`config.mk`:
```
export PLATFORM = sky130hd
export DESIGN_NAME = paragraph_direction_detector_core
export DESIGN_NICKNAME = d
export VERILOG_FILES = /design/src/pdd_pkg.sv /design/src/pdd_classifier.sv /design/src/paragraph_direction_detector_core.sv
export SDC_FILE = /design/constraint.sdc
export NUM_CORES = 1
export LEC_CHECK = 0
export BUFFER_PORTS_ARGS = -buffer_cell sky130_fd_sc_hd__buf_2
export CAP_MARGIN = 0
export CORE_MARGIN = 2
export CORE_UTILIZATION = 40
export DETAILED_ROUTE_END_ITERATION = 7
export PLACE_DENSITY = 0.66
export REMOVE_ABC_BUFFERS = 1
export SLEW_MARGIN = 0
export SYNTH_ARGS = -nofsm -noshare
export SYNTH_HDL_FRONTEND = slang
export SYNTH_SLANG_ARGS = --single-unit
```
`constraint.sdc`:
```
create_clock -name clock -period 6.4 [get_ports clock]
set_clock_uncertainty 0.15 [all_clocks]
set_input_delay 0.32 -clock clock [delete_from_list [all_inputs] [get_ports clock]]
set_output_delay 0.32 -clock clock [all_outputs]
set_load 0.005 [all_outputs]
```
`src/pdd_pkg.sv`:
```
`default_nettype none

package pdd_pkg;

   localparam int unsigned CP_BITS    = 21;
   localparam int unsigned NUM_RANGES = 15;

   localparam logic [15:0] HIGH_SURR_LO = 16'hD800;
   localparam logic [15:0] HIGH_SURR_HI = 16'hDBFF;
   localparam logic [15:0] LOW_SURR_LO  = 16'hDC00;
   localparam logic [15:0] LOW_SURR_HI  = 16'hDFFF;
   localparam logic [15:0] RTL_MIN_BMP  = 16'h0590;
   localparam logic [15:0] UPPER_A      = 16'h0041;
   localparam logic [15:0] UPPER_Z      = 16'h005A;
   localparam logic [15:0] LOWER_A      = 16'h0061;
   localparam logic [15:0] LOWER_Z      = 16'h007A;
   localparam logic [CP_BITS-1:0] SUPP_BASE = 21'h010000;

   localparam logic [CP_BITS-1:0] RTL_LO [NUM_RANGES] = '{
      21'h000590, 21'h000600, 21'h000700, 21'h000750, 21'h000780,
      21'h0007C0, 21'h000800, 21'h000840, 21'h000860, 21'h0008A0,
      21'h00FB1D, 21'h00FB50, 21'h00FE70, 21'h010800, 21'h01E800
   };
   localparam logic [CP_BITS-1:0] RTL_HI [NUM_RANGES] = '{
      21'h0005FF, 21'h0006FF, 21'h00074F, 21'h00077F, 21'h0007BF,
      21'h0007FF, 21'h00083F, 21'h00085F, 21'h00086F, 21'h0008FF,
      21'h00FB4F, 21'h00FDFF, 21'h00FEFF, 21'h010FFF, 21'h01EFFF
   };

   typedef struct packed {
      logic [15:0] code_unit;
      logic        last_unit;
   } req_type;

   typedef struct packed {
      logic        direction;
      logic        any_rtl;
      logic [15:0] rtl_total;
      logic [15:0] ltr_total;
   } rsp_type;

   // classification of one code unit against the held surrogate
   typedef struct packed {
      logic       ltr;
      logic       rtl;
      logic       hold_high;
      logic [9:0] high_bits;
   } class_type;

   function automatic logic in_rtl_range(input logic [CP_BITS-1:0] cp);
      logic hit;
      hit = 1'b0;
      for (int k = 0; k < NUM_RANGES; k++) begin
         if (cp >= RTL_LO[k] && cp <= RTL_HI[k]) begin
            hit = 1'b1;
         end
      end
      return hit;
   endfunction

endpackage

`default_nettype wire

```
`src/pdd_classifier.sv`:
```
`default_nettype none

module pdd_classifier (
   input  var pdd_pkg::req_type   item,
   input  wire                    pend_valid,
   input  wire  [9:0]             pend_bits,
   output var pdd_pkg::class_type cls
);

   logic [15:0]                  w;
   logic                         is_low;
   logic                         is_high;
   logic                         is_letter;
   logic                         paired;
   logic [pdd_pkg::CP_BITS-1:0]  supp_cp;
   logic [pdd_pkg::CP_BITS-1:0]  bmp_cp;

   assign w         = item.code_unit;
   assign is_low    = (w >= pdd_pkg::LOW_SURR_LO) && (w <= pdd_pkg::LOW_SURR_HI);
   assign is_high   = (w >= pdd_pkg::HIGH_SURR_LO) && (w <= pdd_pkg::HIGH_SURR_HI);
   assign is_letter = ((w >= pdd_pkg::UPPER_A) && (w <= pdd_pkg::UPPER_Z)) ||
                      ((w >= pdd_pkg::LOWER_A) && (w <= pdd_pkg::LOWER_Z));
   assign paired    = pend_valid && is_low;
   // base plus 20 payload bits; the sum fits in 21 bits, so nothing carries out of bit 20
   assign supp_cp   = pdd_pkg::SUPP_BASE + {1'b0, pend_bits, w[9:0]};
   assign bmp_cp    = {5'd0, w};

   always_comb begin
      cls = '0;
      if (paired) begin
         cls.rtl = pdd_pkg::in_rtl_range(supp_cp);
      end else if (is_letter) begin
         cls.ltr = 1'b1;
      end else if (is_high) begin
         // a high surrogate on the last unit is dropped
         cls.hold_high = !item.last_unit;
         cls.high_bits = w[9:0];
      end else if (w >= pdd_pkg::RTL_MIN_BMP) begin
         cls.rtl = pdd_pkg::in_rtl_range(bmp_cp);
      end
   end

endmodule

`default_nettype wire

```
`src/paragraph_direction_detector_core.sv`:
```
`default_nettype none

// paragraph direction detector
// input channel (req_): one utf-16 code unit per item, last_unit marks the
// final unit of a paragraph. result channel (rsp_): one item per paragraph,
// issued for the item that carries last_unit, with the reading direction,
// an any-rtl flag and the saturated strong-character totals.
// path: an accepted item is held in the input register, processed from there,
// and its result is registered in the result register.
// throughput: one item per cycle unless a last item waits for room in the
// result register; the fifteen range compares run side by side.
// reset clears the counters, the first-strong mark, the held surrogate and
// both stage valids. when the receiver stalls, the result register holds;
// items without last_unit keep flowing, and an item with last_unit waits in
// the input register, which then stops taking new items until the result
// is taken.
module paragraph_direction_detector_core #(
   parameter int unsigned COUNT_BITS = 16
) (
   input  wire                  clock,
   input  wire                  reset,
   input  wire                  req_valid,
   output logic                 req_ready,
   input  var pdd_pkg::req_type req_data,
   output logic                 rsp_valid,
   input  wire                  rsp_ready,
   output var pdd_pkg::rsp_type rsp_data
);

   typedef enum logic [1:0] {
      FIRST_NONE = 2'd0,
      FIRST_LTR  = 2'd1,
      FIRST_RTL  = 2'd2
   } first_type;

   localparam logic [COUNT_BITS-1:0] COUNT_ONE = COUNT_BITS'(1);

   // input register stage
   logic              in_valid_ff, in_valid_in;
   pdd_pkg::req_type  in_item_ff, in_item_in;

   // paragraph state
   logic [COUNT_BITS-1:0] rtl_ff, rtl_in;
   logic [COUNT_BITS-1:0] ltr_ff, ltr_in;
   first_type             first_ff, first_in;
   logic                  pend_valid_ff, pend_valid_in;
   logic [9:0]            pend_bits_ff, pend_bits_in;

   // result register
   logic              out_valid_ff, out_valid_in;
   pdd_pkg::rsp_type  out_data_ff, out_data_in;

   pdd_pkg::class_type    cls;
   logic                  stage_go;
   logic                  is_last;
   logic [COUNT_BITS-1:0] rtl_next, ltr_next;
   first_type             first_next;
   logic [15:0]           rtl_total, ltr_total;

   pdd_classifier u_classifier (
      .item       (in_item_ff),
      .pend_valid (pend_valid_ff),
      .pend_bits  (pend_bits_ff),
      .cls        (cls)
   );

   // a last item must find room in the result register
   assign is_last   = in_item_ff.last_unit;
   assign stage_go  = in_valid_ff && !(is_last && out_valid_ff && !rsp_ready);
   assign req_ready = !in_valid_ff || stage_go;

   // saturating counters and first-strong mark after this item
   assign rtl_next = (cls.rtl && !(&rtl_ff)) ? rtl_ff + COUNT_ONE : rtl_ff;
   assign ltr_next = (cls.ltr && !(&ltr_ff)) ? ltr_ff + COUNT_ONE : ltr_ff;

   always_comb begin
      first_next = first_ff;
      if (first_ff == FIRST_NONE) begin
         if (cls.ltr) begin
            first_next = FIRST_LTR;
         end else if (cls.rtl) begin
            first_next = FIRST_RTL;
         end
      end
   end

   // totals are reported on 16 bits, clipped at all ones when the counters are wider
   if (COUNT_BITS > 16) begin : g_clip
      assign rtl_total = (|rtl_next[COUNT_BITS-1:16]) ? 16'hFFFF : rtl_next[15:0];
      assign ltr_total = (|ltr_next[COUNT_BITS-1:16]) ? 16'hFFFF : ltr_next[15:0];
   end else begin : g_extend
      assign rtl_total = 16'(rtl_next);
      assign ltr_total = 16'(ltr_next);
   end

   always_comb begin
      in_valid_in = in_valid_ff;
      in_item_in  = in_item_ff;
      if (req_ready) begin
         in_valid_in = req_valid;
         in_item_in  = req_data;
      end
   end

   always_comb begin
      rtl_in        = rtl_ff;
      ltr_in        = ltr_ff;
      first_in      = first_ff;
      pend_valid_in = pend_valid_ff;
      pend_bits_in  = pend_bits_ff;
      if (stage_go) begin
         if (is_last) begin
            // paragraph ends: start the next one clean
            rtl_in        = '0;
            ltr_in        = '0;
            first_in      = FIRST_NONE;
            pend_valid_in = 1'b0;
            pend_bits_in  = '0;
         end else begin
            rtl_in        = rtl_next;
            ltr_in        = ltr_next;
            first_in      = first_next;
            pend_valid_in = cls.hold_high;
            pend_bits_in  = cls.hold_high ? cls.high_bits : 10'd0;
         end
      end
   end

   always_comb begin
      out_valid_in = out_valid_ff && !rsp_ready;
      out_data_in  = out_data_ff;
      if (stage_go && is_last) begin
         out_valid_in = 1'b1;
         // majority wins, a tie goes to whichever strong class came first
         if (rtl_next != ltr_next) begin
            out_data_in.direction = (rtl_next > ltr_next);
         end else begin
            out_data_in.direction = (first_next == FIRST_RTL);
         end
         out_data_in.any_rtl   = (rtl_next != '0);
         out_data_in.rtl_total = rtl_total;
         out_data_in.ltr_total = ltr_total;
      end
   end

   always_ff @(posedge clock) begin
      if (reset) begin
         in_valid_ff   <= 1'b0;
         out_valid_ff  <= 1'b0;
         rtl_ff        <= '0;
         ltr_ff        <= '0;
         first_ff      <= FIRST_NONE;
         pend_valid_ff <= 1'b0;
         pend_bits_ff  <= '0;
      end else begin
         in_valid_ff   <= in_valid_in;
         out_valid_ff  <= out_valid_in;
         rtl_ff        <= rtl_in;
         ltr_ff        <= ltr_in;
         first_ff      <= first_in;
         pend_valid_ff <= pend_valid_in;
         pend_bits_ff  <= pend_bits_in;
      end
   end

   // payload registers
   always_ff @(posedge clock) begin
      in_item_ff  <= in_item_in;
      out_data_ff <= out_data_in;
   end

   assign rsp_valid = out_valid_ff;
   assign rsp_data  = out_data_ff;

endmodule

`default_nettype wire
```
==> impl_summary.md <==
Floorplan
The starting density of the core is 0.406. The standard-cell row count is 44. The die is approximately 130 um tall. The area inside the core boundary is 0.0145 sq mm. The number of top-level design ports is 57. The die extent in x is around 130 um. The overall die area is 0.0157 sq mm.

Worst setup path
The register-to-register path setup slack is around 0.73 ns. The critical path goes through inv_1, ha_1, nor3b_2, o21a_1, and2_2, a221oi_1, nor4_1, nand4_2, o21a_4, and2_1, and3_1, xor2_1, ha_1, a21o_1, a21o_1, a21o_1, a21o_1, a21oi_1, o21ai_0, nor3_1, o21ai_0, o21ai_0, mux2i_1. STA classifies the critical path endpoint as a flip-flop. The worst reg-to-reg path cell count is 23. In this design, the stage delay of the slowest critical-path cell is 0.54 ns.

The maximum fanout count along the critical path is 16. The critical path startpoint category is a flip-flop. The most numerous cell type found on the critical path is sky130_fd_sc_hd__a21o_1. The setup path with the least slack is of type reg -> reg. The worst register-to-register path begins at pend_bits_ff[6]. The slowest stage cell on the critical path is sky130_fd_sc_hd__dfxtp_1. The endpoint required time on the critical path is about 6.3 ns.

The data arrival time of the critical path is 5.61 ns. The endpoint identified for the worst register-to-register timing path is rsp_data[33].

Status
The flow ran to the end, and the final reports show no timing, DRC or antenna violations.

CTS
The number of buffers inserted during clock tree synthesis is 9. The root buffer cell is sky130_fd_sc_hd__clkbuf_16. The clock passes through at most 2 buffers.

CTS saw approximately 100 sinks. At the later pin of the worst-skew pair, clock insertion delay measures 0.34 ns. Clock-pin slew was measured on the worst setup and hold paths at approximately 0.07 ns. The CTS tree is built.

Once the clock tree was built, the resizer swapped 0 gates to a different size. The CTS H-tree depth is 3. Post-CTS timing repair inserted 0 buffers for setup.

Timing
Hold is met by between 0.06 and 0.07 ns. Timing would allow up to 0.176 GHz. The number of pins with negative max-slew slack in the final report is 0. In the final timing run, aggregate negative setup slack is 0 ns. The final worst slack is 0.734 ns.

In the finished design, the share of the clock period the worst path needs comes to 0.885. Setup repair after global routing left no endpoint under its margin. The clock period minus worst slack is between 5 and 6 ns.

For the pin with the worst max-slew slack, the measured transition is 1.04 ns. Measured against its own limit, the worst slew margin works out to 0.305. The number of setup violations in the final report is 0.

The final hold violation count came to 0.

Placement
The placer's final routability congestion estimate is 0.898. The half-perimeter wire length after placement is 11,200 um. Including well taps, the total number of placed cells is about 850. The number of buffers inserted by port buffering is 56. Summing all placed instances gives a cell area of about 0.0062 sq mm. OpenSTA, run right after detailed placement, puts the worst setup slack at between 0.8 and 0.9 ns.

Route
Summing over every cut layer, the via total after detailed routing is 5,207. The first detailed-routing pass ran for 5 iterations. The routed wirelength normalized by instance count is ~18 um. In this run the remaining antenna-violating nets after routing total 0. The final routed DRC violation total is 0. The starting DRC count in detailed routing is around 530. The detailed-route wire length is 15,600 um. Using the TritonRoute via totals, the vias-per-cell ratio works out to approximately 5.9.

Power
The analysis attributes to cell leakage a power of 2.56 nW. The design draws 1.32 mW. The power density normalized to cell area is 196 mW/mm^2. The worst-case IR drop observed on VDD is between 0.15 and 0.2 mV.

Hold path
The destination of the worst hold path is in_valid_ff. Counting instances, the worst hold path has a depth of 3. The worst min-delay path class is in -> reg.

The worst hold path startpoint is req_valid.

Flow run
Max-cap violations in this run came to 0.

Global routing
The initial antenna violation count came to 0. The via count of the first global-routing pass came to 4,829. The first-pass GRT wire length is 25,200 um. The total congestion overflow is 0.

The global router's overall resource usage is 0.197. The pin count of the biggest net entering global routing is 48.

Finish
The area used by multi-input combinational logic is 0.00313 sq mm. Fill cells in the final layout number 1,355. The library cells used most frequently in the layout, excluding fill and tap cells, are 57 x sky130_fd_sc_hd__nor2_1, 56 x sky130_fd_sc_hd__buf_2, 51 x sky130_fd_sc_hd__edfxtp_1, 48 x sky130_fd_sc_hd__nand2_1, 47 x sky130_fd_sc_hd__dfxtp_1. The library cell used most frequently in the layout, excluding fill and tap cells, is sky130_fd_sc_hd__nor2_1. The final core area utilization is 0.465.

At the end of the flow, the number of nets in the layout was 731. The final instance count without filler cells is 879. Once layout is done, the placed cells without fillers occupy 0.00674 sq mm. The share of post-route cells with drive strength above 1 is 0.144. Across the whole layout, storage elements account for 0.00247 sq mm. The total inserted antenna cells is 0. The synthesis-to-layout area growth is 14.4%.

Synthesis
Each instance of the synthesized netlist takes up on average slightly above 9 sq um. The main flop type after synthesis is sky130_fd_sc_hd__edfxtp_1. By area the synthesized netlist is led by sky130_fd_sc_hd__edfxtp_1 26%, sky130_fd_sc_hd__dfxtp_1 16%, sky130_fd_sc_hd__ha_1 4.3%. The count of mapped cells out of synthesis is approximately 640. After synthesis the netlist holds a flip-flop and latch count of ~100. The synthesized netlist contains 79 unique library cells. In the synthesized netlist the async set-or-reset flop fraction comes to 0. The largest total area in the synthesized netlist belongs to sky130_fd_sc_hd__edfxtp_1.

In this run the cell area of the synthesized design comes to 0.00589 sq mm. The share of the yosys chip area belonging to registers is 0.420. The number of enable-type register cells in the synthesized netlist is 51. The fraction of post-synthesis cell area in the top cell type by area is 0.260. The Yosys step of the flow raised 0 warnings.
-- cell type report --
type,instances,share of cell area
Inverter,28,0.0156
Timing Repair Buffer,77,0.0713
Clock buffer,9,0.0334
Sequential cell,98,0.367
Clock inverter,7,0.0136
Multi-Input combinational cell,476,0.465
Tap cell,184,0.0342
-- kinds of logic after synthesis --
group	count (synthesis)	synth area share
xor gates and xnor gates	27	0.0402
adders and majority gates	20	0.0425
muxes	11	0.0196
buffers and inverters	70	0.0493
and+or+nand+nor	269	0.249
DFF	98	0.420
AOI/OAI and AO/OA	149	0.180
-- timing repair --
item,4_1_cts,5_1_grt
endpoints found under the setup margin,0,0
hold buffers,17,0
endpoints found under the hold margin,17,0
-- power breakdown --
part           switching (mW)  internal (mW)  total (mW)
registers              0.0175          0.668       0.686
clock network           0.231          0.342       0.573
logic                  0.0371         0.0236      0.0607
-- cell usage after synthesis, types with 21 or more instances --
| master | instances |
|---|---|
| sky130_fd_sc_hd__a21oi_1 | 33 |
| sky130_fd_sc_hd__a22oi_1 | 30 |
| sky130_fd_sc_hd__clkbuf_1 | 29 |
| sky130_fd_sc_hd__dfxtp_1 | 47 |
| sky130_fd_sc_hd__edfxtp_1 | 51 |
| sky130_fd_sc_hd__inv_1 | 28 |
| sky130_fd_sc_hd__nand2_1 | 48 |
| sky130_fd_sc_hd__nand3_1 | 31 |
| sky130_fd_sc_hd__nand4_1 | 22 |
| sky130_fd_sc_hd__nor2_1 | 58 |
| sky130_fd_sc_hd__nor3_1 | 23 |
| sky130_fd_sc_hd__o21ai_0 | 26 |
| sky130_fd_sc_hd__xnor2_1 | 21 |
-- critical path, delay by kind of cell, from the launching register on --
family	cells	cell delay (ns)
simple gates	7	1.76
compound gates	11	1.97
flops	1	0.54
mux	1	0.10
xor+xnor	1	0.15
fa+ha+maj	2	0.66
buf+inv	1	0.09
-- sequential cells by signal, indices dropped and copies added (netlist names) --
register and flops:
rsp_data 34, in_item_ff 16, ltr_ff 16, rtl_ff 16, pend_bits_ff 10, first_ff 2, in_valid_ff 1, is_last 1
pend_valid_ff 1, rsp_valid 1
-- worst max-delay path by stage --
stage	from	end	slack [ns]	depth (start not counted)
finish	pend_bits_ff[6]	rsp_data[33]	0.73	23
floorplan	pend_bits_ff[6]	rsp_data[33]	1.42	23
CTS	pend_bits_ff[6]	rsp_data[33]	0.77	23
global route	pend_bits_ff[6]	rsp_data[33]	0.37	23
detailed placement	pend_bits_ff[6]	rsp_data[33]	0.82	23
global placement	pend_bits_ff[6]	rsp_data[33]	1.0	23
-- routing by layer --
layer | wire (um) | track usage | vias to the layer above
met5 | 0 | 0 | -
met4 | 289 | 0.0595 | 0
met3 | 1160 | 0.0364 | 25
met2 | 6850 | 0.292 | 227
met1 | 7280 | 0.293 | 2438
li1 | - | - | 2517
No activity file was read; power rests on OpenSTA's default activity.
